[config.mk]
export PLATFORM = sky130hd
export DESIGN_NAME = dice_face_orientation_detector_flat
export DESIGN_NICKNAME = d
export VERILOG_FILES = /design/src/hdl/dfod_pkg.sv /design/src/hdl/dfod_in_if.sv /design/src/hdl/dfod_out_if.sv /design/src/hdl/dfod_axis_lane.sv /design/src/hdl/dfod_ctrl.sv /design/src/hdl/dice_face_orientation_detector.sv /design/src/flat_wrapper.sv
export SDC_FILE = /design/constraint.sdc
export NUM_CORES = 1
export LEC_CHECK = 0
export CORE_MARGIN = 4
export CORE_UTILIZATION = 32
export CTS_CLUSTER_SIZE = 14
export DETAILED_ROUTE_END_ITERATION = 12
export DONT_BUFFER_PORTS = 1
export PLACE_DENSITY = 0.58
export SLEW_MARGIN = 20
export SYNTH_ARGS = -nofsm -noshare
export SYNTH_HDL_FRONTEND = slang
export SYNTH_SLANG_ARGS = --single-unit
[constraint.sdc]
create_clock -name i_clk -period 4.3 [get_ports i_clk]
set_clock_uncertainty 0.05 [all_clocks]
set_input_delay 0.215 -clock i_clk [delete_from_list [all_inputs] [get_ports i_clk]]
set_output_delay 0.215 -clock i_clk [all_outputs]
set_load 0.02 [all_outputs]
[src/hdl/dfod_pkg.sv]
`timescale 1ns / 1ps

package dfod_pkg;

    // Field widths
    localparam int SAMPLE_W   = 10;
    localparam int FACE_W     = 3;
    localparam int MODE_W     = 2;
    localparam int TIMER_W    = 16;
    localparam int CFG_DATA_W = 16;
    localparam int CFG_IDX_W  = 3;
    localparam int AXES       = 3;

    // Default block-averaging exponent (2^AVG_EXP samples per block)
    localparam int AVG_EXP_DEF = 3;

    // Input item kinds
    localparam logic [MODE_W-1:0] MODE_SAMPLE = 2'd0;
    localparam logic [MODE_W-1:0] MODE_BUTTON = 2'd1;
    localparam logic [MODE_W-1:0] MODE_TICK   = 2'd2;

    // Configuration register indexes
    localparam logic [CFG_IDX_W-1:0] CFG_STILL_LIMIT  = 3'd0;
    localparam logic [CFG_IDX_W-1:0] CFG_FACE_LOW     = 3'd1;
    localparam logic [CFG_IDX_W-1:0] CFG_FACE_HIGH    = 3'd2;
    localparam logic [CFG_IDX_W-1:0] CFG_THROW_TIME   = 3'd3;
    localparam logic [CFG_IDX_W-1:0] CFG_CHECK_PERIOD = 3'd4;

    // Configuration reset values
    localparam logic [8:0]         STILL_LIMIT_RST  = 9'd13;
    localparam logic [8:0]         FACE_LOW_RST     = 9'd242;
    localparam logic [9:0]         FACE_HIGH_RST    = 10'd269;
    localparam logic [TIMER_W-1:0] THROW_TIME_RST   = 16'd5000;
    localparam logic [TIMER_W-1:0] CHECK_PERIOD_RST = 16'd1000;

    // Face codes
    localparam logic [FACE_W-1:0] FACE_MOVING = 3'd0;
    localparam logic [FACE_W-1:0] FACE_POS_X  = 3'd1;
    localparam logic [FACE_W-1:0] FACE_NEG_X  = 3'd6;
    localparam logic [FACE_W-1:0] FACE_POS_Y  = 3'd4;
    localparam logic [FACE_W-1:0] FACE_NEG_Y  = 3'd3;
    localparam logic [FACE_W-1:0] FACE_POS_Z  = 3'd2;
    localparam logic [FACE_W-1:0] FACE_NEG_Z  = 3'd5;

    typedef struct packed {
        logic [8:0]         still_limit;
        logic [8:0]         face_low;
        logic [9:0]         face_high;
        logic [TIMER_W-1:0] throw_time;
        logic [TIMER_W-1:0] check_period;
    } t_cfg;

    // What one axis lane reports about its current block mean
    typedef struct packed {
        logic still;
        logic up;
        logic neg;
    } t_lane_flags;

    typedef struct packed {
        logic [FACE_W-1:0] face;
        logic              face_found;
        logic              checking;
        logic              throw_running;
    } t_result;

endpackage

[src/hdl/dfod_in_if.sv]
`timescale 1ns / 1ps

interface dfod_in_if import dfod_pkg::*; ();
    logic                       valid;
    logic                       ready;
    logic [MODE_W-1:0]          mode;
    logic signed [SAMPLE_W-1:0] sample_x;
    logic signed [SAMPLE_W-1:0] sample_y;
    logic signed [SAMPLE_W-1:0] sample_z;

    modport source (output valid, output mode, output sample_x, output sample_y,
                    output sample_z, input ready);
    modport sink (input valid, input mode, input sample_x, input sample_y,
                  input sample_z, output ready);
endinterface

[src/hdl/dfod_out_if.sv]
`timescale 1ns / 1ps

interface dfod_out_if import dfod_pkg::*; ();
    logic              valid;
    logic              ready;
    logic [FACE_W-1:0] face;
    logic              face_found;
    logic              checking;
    logic              throw_running;

    modport source (output valid, output face, output face_found, output checking,
                    output throw_running, input ready);
    modport sink (input valid, input face, input face_found, input checking,
                  input throw_running, output ready);
endinterface

[src/hdl/dfod_axis_lane.sv]
`timescale 1ns / 1ps

module dfod_axis_lane import dfod_pkg::*; #(
    parameter int AVG_EXP = AVG_EXP_DEF
) (
    input  logic                       i_clk,
    input  logic                       i_rst_n,
    input  logic                       i_sample_en,
    input  logic                       i_block_end,
    input  logic signed [SAMPLE_W-1:0] i_sample,
    input  t_cfg                       i_cfg,
    output t_lane_flags                o_flags
);

    localparam int SUM_W = SAMPLE_W + AVG_EXP;

    logic signed [SUM_W-1:0]    r_sum;
    logic signed [SUM_W-1:0]    n_sum;
    logic signed [SAMPLE_W-1:0] r_mean;
    logic [SAMPLE_W-1:0]        w_mag;

    // Running block sum; the arithmetic shift by AVG_EXP is the top bits of the sum.
    assign n_sum = r_sum + SUM_W'(i_sample);

    always_ff @(posedge i_clk) begin
        if (!i_rst_n) begin
            r_sum  <= '0;
            r_mean <= '0;
        end else if (i_sample_en) begin
            if (i_block_end) begin
                r_mean <= n_sum[SUM_W-1 -: SAMPLE_W];
                r_sum  <= '0;
            end else begin
                r_sum <= n_sum;
            end
        end
    end

    // Magnitude of the mean; the most negative value maps to 512 as unsigned.
    assign w_mag = r_mean[SAMPLE_W-1] ? SAMPLE_W'(-r_mean) : SAMPLE_W'(r_mean);

    // Classify the axis against the still limit and the face window.
    always_comb begin
        o_flags.still = w_mag < {1'b0, i_cfg.still_limit};
        o_flags.up    = !o_flags.still && (w_mag > {1'b0, i_cfg.face_low})
                        && (w_mag < i_cfg.face_high);
        o_flags.neg   = r_mean[SAMPLE_W-1];
    end

endmodule

[src/hdl/dfod_ctrl.sv]
`timescale 1ns / 1ps

module dfod_ctrl import dfod_pkg::*; #(
    parameter int AVG_EXP = AVG_EXP_DEF
) (
    input  logic              i_clk,
    input  logic              i_rst_n,
    input  logic              i_fire,
    input  logic [MODE_W-1:0] i_mode,
    input  t_lane_flags       i_flags [AXES],
    input  t_cfg              i_cfg,
    output logic              o_block_end,
    output t_result           o_result
);

    localparam int CNT_W = (AVG_EXP > 0) ? AVG_EXP : 1;
    localparam logic [CNT_W-1:0] CNT_LAST = CNT_W'((1 << AVG_EXP) - 1);

    logic [CNT_W-1:0]   r_cnt, n_cnt;
    logic [TIMER_W-1:0] r_check_ticks, n_check_ticks;
    logic [TIMER_W-1:0] r_throw_ticks, n_throw_ticks;
    logic               r_check_armed, n_check_armed;
    logic               r_throw_armed, n_throw_armed;
    logic [FACE_W-1:0]  r_face, n_face;
    logic               w_found;
    logic [1:0]         w_still_cnt;
    logic [1:0]         w_up_cnt;
    logic               w_check_ok;
    logic [FACE_W-1:0]  w_sel_face;

    // The last sample of a block closes it.
    assign o_block_end = (AVG_EXP == 0) || (r_cnt == CNT_LAST);

    // Merge the lane findings: two still axes and exactly one face axis.
    always_comb begin
        w_still_cnt = 2'(i_flags[0].still) + 2'(i_flags[1].still) + 2'(i_flags[2].still);
        w_up_cnt    = 2'(i_flags[0].up) + 2'(i_flags[1].up) + 2'(i_flags[2].up);
        w_check_ok  = (w_still_cnt == 2'd2) && (w_up_cnt == 2'd1);
        if (i_flags[0].up) begin
            w_sel_face = i_flags[0].neg ? FACE_NEG_X : FACE_POS_X;
        end else if (i_flags[1].up) begin
            w_sel_face = i_flags[1].neg ? FACE_NEG_Y : FACE_POS_Y;
        end else begin
            w_sel_face = i_flags[2].neg ? FACE_NEG_Z : FACE_POS_Z;
        end
    end

    // Next state for one beat: the check timer runs before the throw timer.
    always_comb begin
        n_cnt         = r_cnt;
        n_check_ticks = r_check_ticks;
        n_throw_ticks = r_throw_ticks;
        n_check_armed = r_check_armed;
        n_throw_armed = r_throw_armed;
        n_face        = r_face;
        w_found       = 1'b0;
        case (i_mode)
            MODE_SAMPLE: begin
                n_cnt = o_block_end ? '0 : r_cnt + 1'b1;
            end
            MODE_BUTTON: begin
                n_throw_ticks = '0;
                n_throw_armed = 1'b1;
            end
            MODE_TICK: begin
                if (r_check_armed) begin
                    n_check_ticks = r_check_ticks + 1'b1;
                    if (n_check_ticks >= i_cfg.check_period) begin
                        n_check_ticks = '0;
                        if (w_check_ok) begin
                            w_found       = 1'b1;
                            n_check_armed = 1'b0;
                            n_face        = w_sel_face;
                        end
                    end
                end
                if (r_throw_armed) begin
                    n_throw_ticks = r_throw_ticks + 1'b1;
                    if (n_throw_ticks >= i_cfg.throw_time) begin
                        n_throw_armed = 1'b0;
                        n_check_armed = 1'b1;
                        n_check_ticks = '0;
                    end
                end
            end
            default: begin
            end
        endcase
    end

    always_ff @(posedge i_clk) begin
        if (!i_rst_n) begin
            r_cnt         <= '0;
            r_check_ticks <= '0;
            r_throw_ticks <= '0;
            r_check_armed <= 1'b0;
            r_throw_armed <= 1'b0;
            r_face        <= FACE_MOVING;
        end else if (i_fire) begin
            r_cnt         <= n_cnt;
            r_check_ticks <= n_check_ticks;
            r_throw_ticks <= n_throw_ticks;
            r_check_armed <= n_check_armed;
            r_throw_armed <= n_throw_armed;
            r_face        <= n_face;
        end
    end

    // Result reports the state after this beat.
    always_comb begin
        o_result.face          = n_face;
        o_result.face_found    = w_found;
        o_result.checking      = n_check_armed;
        o_result.throw_running = n_throw_armed;
    end

endmodule

[src/hdl/dice_face_orientation_detector.sv]
`timescale 1ns / 1ps
// An accepted beat's result is registered in the output register or in the skid stage.
// Throughput: one beat per cycle until the skid stage fills; the output register plus a
// one-entry skid stage keep input ready high while a single result waits to be taken.
// Reset: synchronous, active low; clears the sums, means, timers, face and output
// valids, and loads the configuration registers with their default values.
module dice_face_orientation_detector import dfod_pkg::*; #(
    parameter int AVG_EXP = AVG_EXP_DEF
) (
    input  logic                  i_clk,
    input  logic                  i_rst_n,
    dfod_in_if.sink               i_in,
    dfod_out_if.source            o_out,
    input  logic                  i_cfg_we,
    input  logic [CFG_IDX_W-1:0]  i_cfg_idx,
    input  logic [CFG_DATA_W-1:0] i_cfg_data
);

    t_cfg                       r_cfg;
    logic                       w_fire;
    logic                       w_sample_en;
    logic                       w_block_end;
    logic signed [SAMPLE_W-1:0] w_sample [AXES];
    t_lane_flags                w_flags [AXES];
    t_result                    w_result;
    t_result                    r_out, r_skid;
    logic                       r_out_v, r_skid_v;
    logic                       w_pop;

    // Configuration registers
    always_ff @(posedge i_clk) begin
        if (!i_rst_n) begin
            r_cfg.still_limit  <= STILL_LIMIT_RST;
            r_cfg.face_low     <= FACE_LOW_RST;
            r_cfg.face_high    <= FACE_HIGH_RST;
            r_cfg.throw_time   <= THROW_TIME_RST;
            r_cfg.check_period <= CHECK_PERIOD_RST;
        end else if (i_cfg_we) begin
            case (i_cfg_idx)
                CFG_STILL_LIMIT:  r_cfg.still_limit  <= i_cfg_data[8:0];
                CFG_FACE_LOW:     r_cfg.face_low     <= i_cfg_data[8:0];
                CFG_FACE_HIGH:    r_cfg.face_high    <= i_cfg_data[9:0];
                CFG_THROW_TIME:   r_cfg.throw_time   <= i_cfg_data[TIMER_W-1:0];
                CFG_CHECK_PERIOD: r_cfg.check_period <= i_cfg_data[TIMER_W-1:0];
                default: begin
                end
            endcase
        end
    end

    assign i_in.ready  = !r_skid_v;
    assign w_fire      = i_in.valid && i_in.ready;
    assign w_sample_en = w_fire && (i_in.mode == MODE_SAMPLE);

    assign w_sample[0] = i_in.sample_x;
    assign w_sample[1] = i_in.sample_y;
    assign w_sample[2] = i_in.sample_z;

    // One averaging and classification lane per axis
    for (genvar g = 0; g < AXES; g++) begin : g_lane
        dfod_axis_lane #(.AVG_EXP(AVG_EXP)) u_lane (
            .i_clk       (i_clk),
            .i_rst_n     (i_rst_n),
            .i_sample_en (w_sample_en),
            .i_block_end (w_block_end),
            .i_sample    (w_sample[g]),
            .i_cfg       (r_cfg),
            .o_flags     (w_flags[g])
        );
    end

    // Merge of the lane findings, timers and face latch
    dfod_ctrl #(.AVG_EXP(AVG_EXP)) u_ctrl (
        .i_clk       (i_clk),
        .i_rst_n     (i_rst_n),
        .i_fire      (w_fire),
        .i_mode      (i_in.mode),
        .i_flags     (w_flags),
        .i_cfg       (r_cfg),
        .o_block_end (w_block_end),
        .o_result    (w_result)
    );

    // Output register with a one-entry skid stage behind it
    assign w_pop = r_out_v && o_out.ready;

    always_ff @(posedge i_clk) begin
        if (!i_rst_n) begin
            r_out_v  <= 1'b0;
            r_skid_v <= 1'b0;
        end else begin
            if (r_skid_v) begin
                if (w_pop) begin
                    r_skid_v <= 1'b0;
                end
            end else if (w_fire) begin
                if (r_out_v && !w_pop) begin
                    r_skid_v <= 1'b1;
                end else begin
                    r_out_v <= 1'b1;
                end
            end else if (w_pop) begin
                r_out_v <= 1'b0;
            end
        end
    end

    always_ff @(posedge i_clk) begin
        if (r_skid_v) begin
            if (w_pop) begin
                r_out <= r_skid;
            end
        end else if (w_fire) begin
            if (r_out_v && !w_pop) begin
                r_skid <= w_result;
            end else begin
                r_out <= w_result;
            end
        end
    end

    assign o_out.valid         = r_out_v;
    assign o_out.face          = r_out.face;
    assign o_out.face_found    = r_out.face_found;
    assign o_out.checking      = r_out.checking;
    assign o_out.throw_running = r_out.throw_running;

    // The skid stage only fills behind a held output beat.
    a_skid_behind_out: assert property (@(posedge i_clk) disable iff (!i_rst_n)
        r_skid_v |-> r_out_v)
        else $error("skid stage holds a beat while the output register is empty");

    // Every accepted beat leaves a result waiting on the next cycle.
    a_accept_gives_result: assert property (@(posedge i_clk) disable iff (!i_rst_n)
        w_fire |=> r_out_v)
        else $error("accepted beat produced no pending result");

    // A found face is never the moving code.
    a_found_has_face: assert property (@(posedge i_clk) disable iff (!i_rst_n)
        (r_out_v && r_out.face_found) |-> (r_out.face != FACE_MOVING))
        else $error("face found reported with the moving code");

    // A successful check always disarms checking unless the throw timer re-armed it.
    a_found_disarms: assert property (@(posedge i_clk) disable iff (!i_rst_n)
        (w_fire && w_result.face_found && w_result.checking) |-> !w_result.throw_running)
        else $error("check success left checking armed without throw expiry");

endmodule

[src/flat_wrapper.sv]
// flat-port wrapper written by rule: the top's interface ports become plain ports
module dice_face_orientation_detector_flat import dfod_pkg::*;
#(
    parameter int AVG_EXP = AVG_EXP_DEF
)
  (i_clk, i_rst_n, i_cfg_we, i_cfg_idx, i_cfg_data, i_in_valid, i_in_mode, i_in_sample_x, i_in_sample_y, i_in_sample_z, i_in_ready, o_out_valid, o_out_face, o_out_face_found, o_out_checking, o_out_throw_running, o_out_ready);
  dfod_in_if i_in_i ();
  dfod_out_if o_out_i ();
  input  logic i_clk;
  input  logic i_rst_n;
  input  logic i_cfg_we;
  input  logic [CFG_IDX_W-1:0] i_cfg_idx;
  input  logic [CFG_DATA_W-1:0] i_cfg_data;
  input wire logic [$bits(i_in_i.valid)-1:0] i_in_valid;
  input wire logic [$bits(i_in_i.mode)-1:0] i_in_mode;
  input wire logic [$bits(i_in_i.sample_x)-1:0] i_in_sample_x;
  input wire logic [$bits(i_in_i.sample_y)-1:0] i_in_sample_y;
  input wire logic [$bits(i_in_i.sample_z)-1:0] i_in_sample_z;
  output wire logic [$bits(i_in_i.ready)-1:0] i_in_ready;
  output wire logic [$bits(o_out_i.valid)-1:0] o_out_valid;
  output wire logic [$bits(o_out_i.face)-1:0] o_out_face;
  output wire logic [$bits(o_out_i.face_found)-1:0] o_out_face_found;
  output wire logic [$bits(o_out_i.checking)-1:0] o_out_checking;
  output wire logic [$bits(o_out_i.throw_running)-1:0] o_out_throw_running;
  input wire logic [$bits(o_out_i.ready)-1:0] o_out_ready;
  assign i_in_i.valid = i_in_valid;
  assign i_in_i.mode = i_in_mode;
  assign i_in_i.sample_x = i_in_sample_x;
  assign i_in_i.sample_y = i_in_sample_y;
  assign i_in_i.sample_z = i_in_sample_z;
  assign i_in_ready = i_in_i.ready;
  assign o_out_valid = o_out_i.valid;
  assign o_out_face = o_out_i.face;
  assign o_out_face_found = o_out_i.face_found;
  assign o_out_checking = o_out_i.checking;
  assign o_out_throw_running = o_out_i.throw_running;
  assign o_out_i.ready = o_out_ready;
  dice_face_orientation_detector #(.AVG_EXP(AVG_EXP)) u_core (.i_clk(i_clk), .i_rst_n(i_rst_n), .i_in(i_in_i), .o_out(o_out_i), .i_cfg_we(i_cfg_we), .i_cfg_idx(i_cfg_idx), .i_cfg_data(i_cfg_data));
endmodule
==> impl_metrics.env, run 1 <==
export IMPL_status="complete, but fails checks"
export IMPL_violations="negative setup slack"
export IMPL_use_met1_pct=21.2
export IMPL_worstMarginPinSlew_ns=0.875
export IMPL_drt_total_wl_mm=32.5
export IMPL_p_leak_nw=6.06
export IMPL_synthFlopType="dfxtp_1"
export IMPL_period_share_pct=103
export IMPL_critPathMaxFanout=4
export IMPL_end_kind="flop"
export IMPL_place_area_sq_um=13000
export IMPL_rsz0062_at_grt="true"
export IMPL_grt_pass1_vias=10122
export IMPL_synth_area_leaders="dfxtp_1, ha_1, nand2_1, a21oi_1, xnor2_1"
export IMPL_via_per_inst=5.18
export IMPL_post_dp_hpwl_mm=23.6
export IMPL_fin_ws_ns=-0.114
export IMPL_crit_path_start_kind="flop"
export IMPL_io_buffers=0
export IMPL_busiest_layer="met2"
export IMPL_cts_root_buffer="clkbuf_16"
export IMPL_routedWlPerCell_um=16.2
export IMPL_syn_to_final_growth_pct=17.9
export IMPL_ant_nets=0
export IMPL_routabilityCongestion=0.906
export IMPL_grt_max_degree=80
export IMPL_grt_antenna_before_repair=0
export IMPL_final_common_cell="nand2_1"
export IMPL_hold_class="in2reg"
export IMPL_clk_path_buf_depth=2
export IMPL_max_freq_ghz=0.227
export IMPL_cp_required_ns=4.48
export IMPL_fp_coreArea_sq_um=36800
export IMPL_dieArea_sq_um=40600
export IMPL_grt_use_met3_pct=3.61
export IMPL_die_width_um=202
export IMPL_vdd_drop_max_mv=0.303
export IMPL_synth_top_area_share_pct=28.6
export IMPL_syn_num_nets=1673
export IMPL_track_usage_pct=15.8
export IMPL_avgSynthCellArea_sq_um=8.23
export IMPL_synth_ff_latch_count=183
export IMPL_ioPinCount=64
export IMPL_dr_pass1_iters=5
export IMPL_totalPowerFinal_mw=3.88
export IMPL_start_util_pct=32.6
export IMPL_clock_sinks=183
export IMPL_yosysWarnings=0
export IMPL_gr_total_overflow=0
export IMPL_async_flop_share_pct=0
export IMPL_period_needed_ns=4.41
export IMPL_grt_pass1_wl_mm=52.3
export IMPL_powerDensity_nw_per_um2=274
export IMPL_final_area_sq_um=14100
export IMPL_yosysUniqueCellTypes=70
export IMPL_yosysTopAreaCell="dfxtp_1"
export IMPL_use_met2_pct=25.7
export IMPL_rows=70
export IMPL_mostFrequentLayoutCells="nand2_1, dfxtp_1, ha_1"
export IMPL_hold_viol=0
export IMPL_yosysSeqAreaShare_pct=31.6
export IMPL_syn_cell_area_sq_um=12000
export IMPL_cts_tree="yes"
export IMPL_crit_type="reg2reg"
export IMPL_cts_buffers=17
export IMPL_synth_edf_count=12
export IMPL_nets=1743
export IMPL_setup_viol=7
export IMPL_drt_iter0_drc=567
export IMPL_drc=0
export IMPL_fp_dieH_um=202
export IMPL_clkTransAtPathRegs_ns=0.09
export IMPL_cts_max_level=4
export IMPL_slew_viol_final=0
export IMPL_postSynthCellCount=1456
export IMPL_vias=10398
export IMPL_crit_arrival_ns=4.59
export IMPL_drive_above_1_share_pct=11.4
export IMPL_insertion_delay_ns=0.46
export IMPL_slew_headroom_pct=41.5
export IMPL_drv_cap=0
[metrics by stage]
| stage | TNS (ns) | cells | setup slack (ns) | util, % | hold slack [ns] |
|---|---|---|---|---|---|
| floorplan | 0 | 1456 | 0.00122 | - | 0.265 |
| finish | -0.480 | 2008 | -0.114 | 38.4 | 0.0338 |
| detailed placement | -1.09 | 1942 | -0.210 | 35.2 | 0.261 |
| global route | -2.08 | 2007 | -0.252 | 38.4 | 0.0261 |
| CTS | -0.115 | 2005 | -0.0571 | 38.0 | 0.00871 |
| global placement | -0.745 | 1942 | -0.161 | 35.2 | 0.261 |
[metal layers]
| layer | up-vias | wire length (um) |
|---|---|---|
| met2 | 167 | 14800 |
| met3 | 30 | 1610 |
| met1 | 4879 | 15600 |
| met4 | 0 | 499 |
| met5 | - | 0 |
| li1 | 5322 | - |
[state kept, by name (all words and copies together) (netlist names)]
name and cells:
u_core.r_cfg 60, u_core.g_lane.u_lane.r_sum 39, u_core.g_lane.u_lane.r_mean 30, u_core.u_ctrl.r_check_ticks 16
u_core.u_ctrl.r_throw_ticks 16, u_core.r_skid 6, u_core.o_out.face 3, u_core.u_ctrl.r_cnt 3
u_core.u_ctrl.r_face 3, u_core.o_out.checking 1, u_core.o_out.face_found 1, u_core.o_out.throw_running 1
u_core.o_out.valid 1, u_core.r_skid_v 1, u_core.u_ctrl.r_check_armed 1, u_core.u_ctrl.r_throw_armed 1
[report_power, final]
group	internal, mW	total, mW	switching [mW]
clock	0.923	1.70	0.782
combinational	0.152	0.386	0.234
sequential	1.75	1.79	0.0338
[critical path, cell delays in order, from the launching register on]
cell       delay, ns
dfxtp_2         0.32
or4_4           0.57
o41ai_4         0.27
xnor2_2         0.15
ha_2            0.21
or3_4           0.38
a221oi_4        0.20
o211ai_1        0.13
a31o_2          0.26
a211o_1         0.30
inv_2           0.07
fa_2            0.42
nand4_1         0.21
nor3b_4         0.09
buf_4           0.15
nand2_2         0.09
o2bb2ai_2       0.08
mux2_4          0.25
[cell type report]
cell class	count	area, sq um
sequential	183	3790
clock inverter	13	174
inverter	100	378
antenna	1	2.50
fill	3749	22700
tap	468	586
timing repair buffer	106	880
multi-input combinational	1118	7870
clock buffer	19	454
[synthesized netlist by cell type, types with 18 or more instances]
cell / instances
a21o_1: 18
a21oi_1: 142
a22oi_1: 29
clkbuf_1: 52
dfxtp_1: 171
ha_1: 156
inv_1: 97
nand2_1: 202
nand3_1: 34
nor2_1: 105
nor3_1: 27
o211ai_1: 30
o21a_1: 23
o21ai_0: 58
xnor2_1: 55
xor2_1: 22
[cell families (layout without fill, tap and decap cells)]
family          after synthesis  in the layout  share of synthesized area [%]
other cells                   0              1                              0
mux                          10             10                          0.877
buf+inv                     155            238                           4.95
simple gates                476            476                           18.5
compound gates              393            393                           21.1
fa+ha+maj                   161            161                           17.1
flops                       183            183                           31.6
xor+xnor                     78             78                           5.82
[path summary, 6_finish.rpt]
| check | start | slack [ns] | end | cells after the start |
|---|---|---|---|---|
| worst max-delay path | u_core.g_lane[1].u_lane.r_mean[3] | -0.11 | u_core.o_out.face[0] | 17 |
| worst min-delay path | i_in_sample_x[9] | 0.03 | u_core.g_lane[0].u_lane.r_sum[12] | 3 |
| worst max register to register | u_core.g_lane[1].u_lane.r_mean[3] | -0.11 | u_core.o_out.face[0] | 17 |
| worst min register to register | u_core.r_cfg[12] | 0.41 | u_core.r_cfg[12] | 2 |
[what timing repair did]
item / 4_1_cts / 5_1_grt
buffers inserted: 3 / 2
endpoints found under the hold margin: 70 / 0
gates resized for setup: 18 / 25
endpoints found under the setup margin: 11 / 23
hold buffers: 28 / 0
pin swaps: 8 / 12
No activity file was read; power rests on OpenSTA's default activity.
==> inputs of run 2 (changes only) <==
- PLACE_DENSITY: 0.58 -> 0.57
- SLEW_MARGIN: 20 -> not set
- clock period: 4.3 -> 4.85 ns (I/O delays scaled with it)
==> impl_metrics.env, run 2 (synthesis gave the netlist of run 1 again) <==
export IMPL_status="finished, final reports clean"
export IMPL_cp_common_cell="buf_4"
export IMPL_grt_antenna_before_repair=0
export IMPL_critPathMaxFanout=5
export IMPL_final_common_cell="nand2_1"
export IMPL_vias=10066
export IMPL_setup_viol=0
export IMPL_gr_total_overflow=0
export IMPL_post_dp_hpwl_mm=22.9
export IMPL_routabilityCongestion=0.834
export IMPL_cts_tree="yes"
export IMPL_hold_class="in2reg"
export IMPL_antennaDiodeCount=0
export IMPL_grt_pass1_wl_mm=50.6
export IMPL_ant_nets=0
export IMPL_path_cells="or4_4, o31ai_2, xnor2_1, buf_4, ha_1, a21o_1, a2111oi_0, a2bb2oi_1, and3_2, fa_1, nand4_1, buf_4, o21a_1, a31o_2, mux2_2"
export IMPL_drive_above_1_share_pct=6.11
export IMPL_worst_path_max_delay_cell="or4_4"
export IMPL_drc=0
export IMPL_largest_reg_flops=60
export IMPL_start_util_pct=32.6
export IMPL_syn_to_final_growth_pct=11.8
export IMPL_worstMarginPinSlew_ns=1.10
export IMPL_track_usage_pct=15.2
export IMPL_max_freq_ghz=0.217
export IMPL_clk_path_buf_depth=2
export IMPL_crit_arrival_ns=4.75
export IMPL_period_needed_ns=4.61
export IMPL_fp_coreArea_sq_um=36800
export IMPL_routedWlPerCell_um=16.0
export IMPL_slowest_delay_ns=0.57
export IMPL_insertion_delay_ns=0.45
export IMPL_crit_path_start_kind="flop"
export IMPL_cts_buffers=17
export IMPL_dr_pass1_iters=5
export IMPL_nets=1676
export IMPL_totalPowerFinal_mw=3.38
export IMPL_die_width_um=202
export IMPL_grt_pass1_vias=9687
export IMPL_drv_cap=0
export IMPL_via_per_inst=5.19
export IMPL_clock_sinks=183
export IMPL_rows=70
export IMPL_vdd_drop_max_mv=0.224
export IMPL_holdWs_ns=0.0204
export IMPL_drt_iter0_drc=617
export IMPL_ioPinCount=64
export IMPL_end_kind="flop"
export IMPL_io_buffers=0
export IMPL_cts_root_buffer="clkbuf_16"
export IMPL_hold_viol=0
export IMPL_slew_viol_final=0
export IMPL_mostFrequentLayoutCells="nand2_1, dfxtp_1, ha_1"
export IMPL_slew_headroom_pct=26.7
export IMPL_top_regs="u_core.r_cfg: 60 flops, u_core.g_lane.u_lane.r_sum: 39 flops, u_core.g_lane.u_lane.r_mean: 30 flops"
export IMPL_drt_total_wl_mm=31.0
export IMPL_grt_max_degree=76
export IMPL_p_leak_nw=5.67
export IMPL_cp_required_ns=5.00
export IMPL_fp_dieH_um=202
export IMPL_setup_tns_final_ns=0
export IMPL_dieArea_sq_um=40600
export IMPL_top_register="u_core.r_cfg"
export IMPL_crit_type="reg2reg"
export IMPL_cts_max_level=4
export IMPL_period_share_pct=95.0
export IMPL_clkTransAtPathRegs_ns=0.07
export IMPL_powerDensity_nw_per_um2=252
## run 2: cell count changes in the layout (fill, tap and decap cells not counted), sizes merged
cell,previous run,this run
buf,79,19
dlygate4sd3,27,20
clkinvlp,0,2
inv,107,105
clkbuf,19,18
clkinv,4,5
diode,1,0
## run 2: what timing repair did
item / 4_1_cts / 5_1_grt
endpoints found under the setup margin: 0 / 11
endpoints found under the hold margin: 68 / 0
gates resized for setup: 0 / 13
setup buffers: 0 / 4
hold buffers: 21 / 0
## run 2: critical path, delay by kind of cell (launching register included)
family | cells | cell delay, ns
AOI/OAI and AO/OA | 6 | 1.35
and+or+nand+nor | 3 | 1.04
adders and majority gates | 2 | 0.81
buffers and inverters | 2 | 0.37
DFF | 1 | 0.35
muxes | 1 | 0.27
xor gates and xnor gates | 1 | 0.14
## run 2: metrics by stage
step                area (sq um)  std cells  utilization [%]  setup slack, ns
finish                     13400       1940             36.4            0.243
global route               13400       1940             36.4          -0.0544
CTS                        13300       1936             36.1           0.0976
detailed placement         12500       1883             33.9            0.125
global placement           12500       1883             33.9            0.162
floorplan                  12000       1456                -            0.426
## run 2: power breakdown
group | total, mW | internal, mW | switching, mW | leakage, nW
Combinational | 0.328 | 0.128 | 0.200 | 3.87
Clock | 1.47 | 0.785 | 0.687 | 0.293
Sequential | 1.58 | 1.55 | 0.0286 | 1.50
## run 2: worst paths after layout
| kind | startpoint | endpoint | slack (ns) | cells past startpoint |
|---|---|---|---|---|
| setup / recovery | u_core.g_lane[0].u_lane.r_mean[3] | u_core.o_out.checking | 0.24 | 15 |
| hold / removal | i_in_sample_y[9] | u_core.g_lane[1].u_lane.r_sum[12] | 0.02 | 4 |
| setup reg to reg | u_core.g_lane[0].u_lane.r_mean[3] | u_core.o_out.checking | 0.24 | 15 |
| hold reg to reg | u_core.r_cfg[1] | u_core.r_cfg[1] | 0.41 | 2 |
## run 2: final cells by class
cell class | instances | area, sq um
clock buffer | 18 | 429
clock inverter | 14 | 185
fill | 3812 | 23400
inverter | 100 | 378
multi-input combinational | 1118 | 7680
sequential | 183 | 3780
tap | 468 | 586
timing repair buffer | 39 | 355
## run 2: per-layer routing
metal	vias to the layer above	wire (um)	global-route usage, %
met2	154	13900	24.2
met3	31	1280	3.40
met1	4691	15300	20.7
met5	-	0	0
met4	0	508	4.32
li1	5190	-	-
==> inputs of run 3 (changes only) <==
- clock period: 4.85 -> 5 ns (I/O delays scaled with it)
==> impl_metrics.env, run 3 (synthesis gave the netlist of run 1 again) <==
export IMPL_dr_pass1_iters=5
export IMPL_ant_nets=0
export IMPL_die_width_um=202
export IMPL_clk_path_buf_depth=2
export IMPL_status="finished, final reports clean"
export IMPL_top_regs="u_core.r_cfg: 60 flops, u_core.g_lane.u_lane.r_sum: 39 flops, u_core.g_lane.u_lane.r_mean: 30 flops"
export IMPL_rows=70
export IMPL_ioPinCount=64
export IMPL_setup_viol=0
export IMPL_powerDensity_nw_per_um2=245
export IMPL_p_leak_nw=5.59
export IMPL_drc=0
export IMPL_slew_headroom_pct=27.2
export IMPL_max_freq_ghz=0.211
export IMPL_nets=1667
export IMPL_top_register="u_core.r_cfg"
export IMPL_cp_buffers_inverters=1
export IMPL_drt_iter0_drc=612
export IMPL_crit_arrival_ns=4.88
export IMPL_grt_pass1_wl_mm=52.0
export IMPL_hold_viol=0
export IMPL_io_buffers=0
export IMPL_critPathLaunch="u_core.g_lane[0].u_lane.r_mean[2]"
export IMPL_end_kind="flop"
export IMPL_path_cells="or4_4, o31ai_2, xnor2_2, ha_1, a2111oi_1, o21ai_0, a41oi_1, o21bai_1, and3_2, fa_1, nor2_1, nand4_1, nor3b_2, inv_1, o2bb2ai_1, mux2_2"
export IMPL_p_clk_share_pct=43.1
export IMPL_postCtsSetupBuffers=0
export IMPL_setup_tns_final_ns=0
export IMPL_p_seq_share_pct=47.1
export IMPL_slew_viol_final=0
export IMPL_cts_root_buffer="clkbuf_16"
export IMPL_swShare_pct=27.8
export IMPL_critPathMaxFanout=6
export IMPL_cts_buffers=17
export IMPL_drive_above_1_share_pct=5.13
export IMPL_syn_to_final_growth_pct=10.8
export IMPL_crit_path_start_kind="flop"
export IMPL_final_common_cell="nand2_1"
export IMPL_cp_required_ns=5.15
export IMPL_finish_utilization_pct=36.1
export IMPL_start_util_pct=32.6
export IMPL_pwr_share_comb_pct=9.7
export IMPL_crit_type="reg2reg"
export IMPL_switchingPower_mw=0.904
export IMPL_clkTransAtPathRegs_ns=0.07
export IMPL_grt_antenna_before_repair=1
export IMPL_gr_total_overflow=0
export IMPL_cts_tree="yes"
export IMPL_fp_dieH_um=202
export IMPL_mostFrequentLayoutCells="nand2_1, dfxtp_1, ha_1"
export IMPL_reg2reg_from="u_core.g_lane[0].u_lane.r_mean[2]"
export IMPL_slowest_delay_ns=0.59
export IMPL_period_needed_ns=4.73
export IMPL_drv_cap=0
export IMPL_p_int_mw=2.35
export IMPL_hold_class="in2reg"
export IMPL_worstMarginPinSlew_ns=1.09
export IMPL_vias=10087
export IMPL_via_per_inst=5.22
export IMPL_clock_sinks=183
export IMPL_insertion_delay_ns=0.46
export IMPL_period_share_pct=94.6
export IMPL_grt_pass1_vias=9878
export IMPL_fp_coreArea_sq_um=36800
export IMPL_worst_path_max_delay_cell="or4_4"
export IMPL_crit_family="simple AND/OR/NAND/NOR gates"
export IMPL_post_dp_hpwl_mm=23.4
export IMPL_min_delay_start="i_in_sample_y[9]"
export IMPL_drt_total_wl_mm=31.8
export IMPL_vdd_drop_max_mv=0.243
export IMPL_grt_max_degree=71
export IMPL_track_usage_pct=15.7
export IMPL_largest_reg_flops=60
export IMPL_routedWlPerCell_um=16.4
export IMPL_dieArea_sq_um=40600
export IMPL_routabilityCongestion=0.887
export IMPL_antennaDiodeCount=0
export IMPL_cts_max_level=4
==> run 3: routing by layer <==
layer	GRT usage, %	share of wire [%]
met5	0	0.041
met1	21.7	49
met3	3.30	4.4
met2	24.9	45
met4	4.03	1.4
==> run 3: through the flow <==
| stage | cells | worst slack (ns) | hold WS [ns] | power [mW] | cell area, sq um |
|---|---|---|---|---|---|
| floorplan | 1456 | 0.576 | 0.300 | 1.79 | 12000 |
| global placement | 1879 | 0.344 | 0.303 | 1.85 | 12400 |
| detailed placement | 1879 | 0.269 | 0.309 | 1.86 | 12400 |
| CTS | 1931 | 0.261 | 0.000484 | 3.31 | 13200 |
| global route | 1931 | -0.0645 | 0.0187 | 3.41 | 13300 |
| finish | 1931 | 0.271 | 0.0232 | 3.26 | 13300 |
==> run 3: worst register-to-register path, stage by stage (launching register included) <==
cell,delay (ns)
dfxtp_1,0.36
or4_4,0.59
o31ai_2,0.31
xnor2_2,0.18
ha_1,0.28
a2111oi_1,0.42
o21ai_0,0.15
a41oi_1,0.18
o21bai_1,0.15
and3_2,0.28
fa_1,0.39
nor2_1,0.10
nand4_1,0.19
nor3b_2,0.31
inv_1,0.12
o2bb2ai_1,0.15
mux2_2,0.28
==> run 3: power by group through the flow <==
stage / clock network (mW) / registers, mW / logic (mW)
3_5_place_dp: 0 / 1.57 / 0.288
2_1_floorplan: 0 / 1.56 / 0.231
5_1_grt: 1.51 / 1.54 / 0.358
6_report: 1.40 / 1.53 / 0.317
3_3_place_gp: 0 / 1.57 / 0.282
4_1_cts: 1.45 / 1.53 / 0.319
==> run 3: timing repair <==
action | 4_1_cts | 5_1_grt
resized for setup | 0 | 5
hold buffers | 20 | 0
setup endpoints to repair | 0 | 4
hold endpoints to repair | 68 | 0
==> run 3: path summary, 6_finish.rpt <==
check	cells after the start	slack, ns	to
min	3	0.02	u_core.g_lane[1].u_lane.r_sum[12]
max reg2reg	16	0.27	u_core.o_out.face[0]
min reg2reg	2	0.41	u_core.r_cfg[15]
max	16	0.27	u_core.o_out.face[0]
==> run 3: area by class of cell <==
type | count | area, sq um
clock inverters | 14 | 176
clock buffers | 18 | 429
flip-flops and latches | 183 | 3780
well taps | 468 | 586
fillers | 3827 | 23500
inverters | 100 | 378
multi-input cells | 1118 | 7630
repair buffers | 30 | 285
